$ cat src/rtl/chip8_instruction_core_top_macros.svh
// Assertion macros for the CHIP-8 instruction core.
// Used by the top level; no other dependencies.
`ifndef CHIP8_INSTRUCTION_CORE_TOP_MACROS_SVH
`define CHIP8_INSTRUCTION_CORE_TOP_MACROS_SVH
`define C8_ASSERT_IMPL(lbl, clk, rst, prop, msg) \
   lbl: assert property (@(posedge clk) disable iff (rst) prop) else $error(msg);
`define C8_ASSERT_RST(lbl, clk, prop, msg) \
   lbl: assert property (@(posedge clk) prop) else $error(msg);
`endif

$ cat src/rtl/c8_pkg.sv
// Shared types and constants of the CHIP-8 instruction core.
// No dependencies.
package c8_pkg;
   localparam logic [1:0] KIND_WRITE = 2'd0;
   localparam logic [1:0] KIND_EXEC  = 2'd1;
   localparam logic [1:0] KIND_ROW   = 2'd2;
   localparam logic [2:0] ST_OK      = 3'd0;
   localparam logic [2:0] ST_EMPTY   = 3'd1;
   localparam logic [2:0] ST_NEST    = 3'd2;
   localparam logic [2:0] ST_UNSUP   = 3'd3;
   localparam logic [2:0] ST_ACCESS  = 3'd4;
   localparam logic CSR_START = 1'b0;
   localparam logic CSR_LIMIT = 1'b1;
   localparam logic [11:0] RESET_START = 12'h200;
   localparam logic [4:0]  RESET_LIMIT = 5'd12;

   typedef struct packed {
      logic [2:0]  status;
      logic [15:0] instruction;
      logic [11:0] pc;
      logic [15:0] index_value;
      logic [7:0]  flag_value;
      logic [63:0] row_bits;
   } rsp_type;
endpackage

$ cat src/rtl/c8_screen.sv
// Display memory of the CHIP-8 core: 32 rows of 64 pixels, one row write port and one registered row read port.
// Uses c8_pkg.
module c8_screen import c8_pkg::*; (
   input  logic        clock,
   input  logic        we,
   input  logic [4:0]  waddr,
   input  logic [63:0] wdata,
   input  logic [4:0]  raddr,
   output logic [63:0] rdata
);
   logic [63:0] mem [32];
   always_ff @(posedge clock) begin
      if (we) mem[waddr] <= wdata;
      rdata <= mem[raddr];
   end
endmodule

$ cat config.mk
export PLATFORM = sky130hd
export DESIGN_NAME = c8_screen
export DESIGN_NICKNAME = d
export VERILOG_FILES = /design/src/rtl/chip8_instruction_core_top_macros.svh /design/src/rtl/c8_pkg.sv /design/src/rtl/c8_screen.sv
export SDC_FILE = /design/constraint.sdc
export NUM_CORES = 2
export LEC_CHECK = 0
export BUFFER_PORTS_ARGS = -buffer_cell sky130_fd_sc_hd__buf_4
export CAP_MARGIN = 20
export CORE_MARGIN = 10
export CORE_UTILIZATION = 55
export CTS_BUF_LIST = sky130_fd_sc_hd__clkbuf_8
export CTS_CLUSTER_DIAMETER = 50
export CTS_CLUSTER_SIZE = 14
export DETAILED_ROUTE_END_ITERATION = 16
export GPL_TIMING_DRIVEN = 0
export PLACE_DENSITY = 0.71
export SYNTH_ARGS = -nofsm -noshare
export SYNTH_HDL_FRONTEND = slang
export SYNTH_SLANG_ARGS = --single-unit
export TNS_END_PERCENT = 5
$ cat constraint.sdc
create_clock -name clock -period 5.4 [get_ports clock]
set_clock_uncertainty 0.1 [all_clocks]
set_input_delay 0.27 -clock clock [delete_from_list [all_inputs] [get_ports clock]]
set_output_delay 0.27 -clock clock [all_outputs]
set_load 0.005 [all_outputs]
==> reports/qor.txt <==
Leakage power -> 27.9 nW
Overall Power -> 28.8 mW
Seq/Total Area, Yosys -> 0.795
MaxCap Viol Count -> 0
Net Count, Synth -> 3173
Later-pin clock latency in the skew report -> 970 ps
Synth Flop Type -> edfxtp_1
Cells after Synth -> 3097
Hold_ws -> 94.0 ps
Hold Crit Depth -> 4
Congestion Overflow GR -> 0
Setup crit start kind -> input port
Setup ws final -> 2130 ps
GRT Total Usage -> 0.254
Detailed-placement wirelength estimate -> 129000 microns
Worst EP arrival -> 3990 ps
Synth cell types -> 31
Measured slew at the worst slew-check pin -> 1230 ps
CP required -> 6120 ps
CTS H-tree depth -> 4
Root buffer cell -> clkbuf_8
Post-Syn Area -> 79000 sq um
PostCTS Resize Cnt -> 0
Type of the worst min-delay path -> input port to register
Top-Level Pins -> 140
VDD IR max -> 0.263 mV
DR WL/cell -> 35.9 microns
Vias in the first global route -> 38100
Final min period -> 3270 ps
Internal Power -> 22.6 mW
Share of cells above drive strength 1 -> 0.341
Worst-path maximum fanout -> 10
Core area -> 142000 sq um
Status -> finished clean
Die Ht -> 399 microns
Via count -> 37300
Placed Cells -> 5234
Largest net degree at the start of global routing -> 33
Hold Fails Final Rpt -> 0
Avg Inst Size Synth -> 25.5 sq um
Commonest non-fill, non-tap cell in the layout -> edfxtp_1
Starting density of the core -> 0.556
Setup crit end kind -> register
Synth warn -> 0
Switching power -> 6.22 mW
Crit-path cells -> dlygate4sd3_1, buf_2, buf_2, clkbuf_1, clkbuf_1, mux2_2
Reg2Reg Setup Slack -> 3380 ps
Number of flops mapped to enable cells by yosys -> 2048
Post-Place Setup Slack -> 1770 ps
Seq pwr share -> 0.635
PD cells -> 323 nW/um^2
CTS tree -> yes
Crit path largest cell delay -> 910 ps
Die Width -> 399 microns
Routed WL -> 202000 microns
R2R cell count -> 3
TritonCTS Buffers -> 179
Highest-count cells in the layout ignoring fill and taps -> edfxtp_1, mux4_2, clkbuf_8, buf_4, inv_1
Nets -> 3673
Slowest cell on crit path -> clkbuf_1
Switching Fraction -> 0.216
Synthesized flop and latch total -> 2112
Unrepaired setup endpoints after global routing -> no
Worst setup path category -> input port to register
ANT nets after route -> 0
Vias per inst -> 6.62
Number of port buffers -> 135
CTS sink count -> 2112
Cell Rows -> 138
Global-route wire length before repair -> 281000 microns
Slew Viols, Final -> 0
Initial antenna violation count -> 13
Area post-placement -> 85000 sq um
Non-filler instance count after layout -> 5628
# setup viols final -> 0
Routability cong. -> 0.756
Initial DRC count -> 5788
Clock Power Share -> 0.302
Die Area -> 159000 sq um
Slew margin rel. -> 0.179
P&R area growth vs syn -> 12.8%
CTS max path bufs -> 3
Clock transition at the registers of the reported paths -> 80 ps
Top achievable clock speed -> 306 MHz
Initial DRT Pass Iterations -> 6
# DRC -> 0
Gate power share -> 0.064
Ys async rst share -> 0
Final instance area -> 89100 sq um
Period utilisation layout -> 0.605
Yosys cell counts (2+ instances only):
| cell | n | share of area |
|---|---|---|
| o221ai_1 | 3 | 0.00033 |
| clkbuf_1 | 55 | 0.0026 |
| buf_6 | 3 | 0.00043 |
| o21ai_0 | 9 | 0.00057 |
| o211ai_1 | 3 | 0.00029 |
| nand2b_1 | 2 | 0.00016 |
| nor2b_1 | 4 | 0.00032 |
| a221oi_1 | 12 | 0.0013 |
| buf_4 | 14 | 0.0013 |
| edfxtp_1 | 2048 | 0.78 |
| buf_1 | 19 | 0.00090 |
| nand3_1 | 2 | 0.00013 |
| o22ai_1 | 10 | 0.00079 |
| nor2_1 | 41 | 0.0019 |
| mux2i_1 | 38 | 0.0048 |
| a22oi_1 | 3 | 0.00029 |
| o31a_1 | 3 | 0.00033 |
| dfxtp_1 | 64 | 0.016 |
| nand2_1 | 3 | 0.00014 |
| o2bb2ai_1 | 3 | 0.00033 |
| mux2_2 | 74 | 0.011 |
| buf_2 | 65 | 0.0041 |
| a211oi_1 | 3 | 0.00029 |
| mux4_2 | 602 | 0.17 |
| and2_1 | 3 | 0.00024 |
| nand3b_1 | 5 | 0.00048 |
| or3b_2 | 2 | 0.00022 |
power groups by stage:
stage | clock (mW) | combinational (mW) | sequential (mW)
global placement | 0 | 1.66 | 18.7
global route | 9.40 | 1.92 | 18.3
detailed placement | 0 | 1.78 | 18.6
floorplan | 0 | 0.914 | 18.6
CTS | 8.78 | 1.83 | 18.3
finish | 8.69 | 1.83 | 18.3
cell families (layout without fill, tap and decap cells):
logic type | after synthesis | in the layout | synth area share
mux | 714 | 714 | 0.187
other cells | 0 | 11 | 0
simple gates | 64 | 64 | 0.00379
flops | 2112 | 2112 | 0.795
buf+inv | 157 | 787 | 0.00944
compound gates | 50 | 50 | 0.00466
what timing repair did:
action	4_1_cts	5_1_grt
buffers inserted	0	0
endpoints found under the hold margin	2073	0
hold buffers	69	0
worst max-delay path, delay by kind of cell:
family                 cells  cell delay [ps]
buffers and inverters      5             3220
muxes                      1              470
final cells by class:
type                       instances  area [sq um]
timing repair buffer             319          4140
fill                            9060         53000
clock buffer                     197          2710
clock inverter                   114           612
tap                             1890          2360
antenna                           11          27.5
sequential                      2112         62800
buffer                           156           746
inverter                           1          3.75
multi-input combinational        828         15700
through the flow:
stage | utilization | setup TNS, ps
CTS | 0.626 | 0
finish | 0.627 | 0
floorplan | - | 0
global placement | 0.579 | -6251980
detailed placement | 0.598 | 0
global route | 0.627 | 0
sequential cells by signal (all words and copies together) (netlist names):
signal	count
mem	2048
rdata	64
routing by layer:
| layer | global-route usage | share of wire |
|---|---|---|
| met3 | 0.0717 | 0.12 |
| met4 | 0.0784 | 0.032 |
| met2 | 0.409 | 0.49 |
| met5 | 0.00272 | 0.00052 |
| met1 | 0.340 | 0.36 |
worst paths after layout:
kind | from | endpoint
max | raddr[3] | rdata[17]
max reg2reg | mem[30][45] | rdata[45]
min reg2reg | mem[4][34] | rdata[34]
min | raddr[4] | rdata[51]
Note: power is estimated with default switching activity, not from simulation.
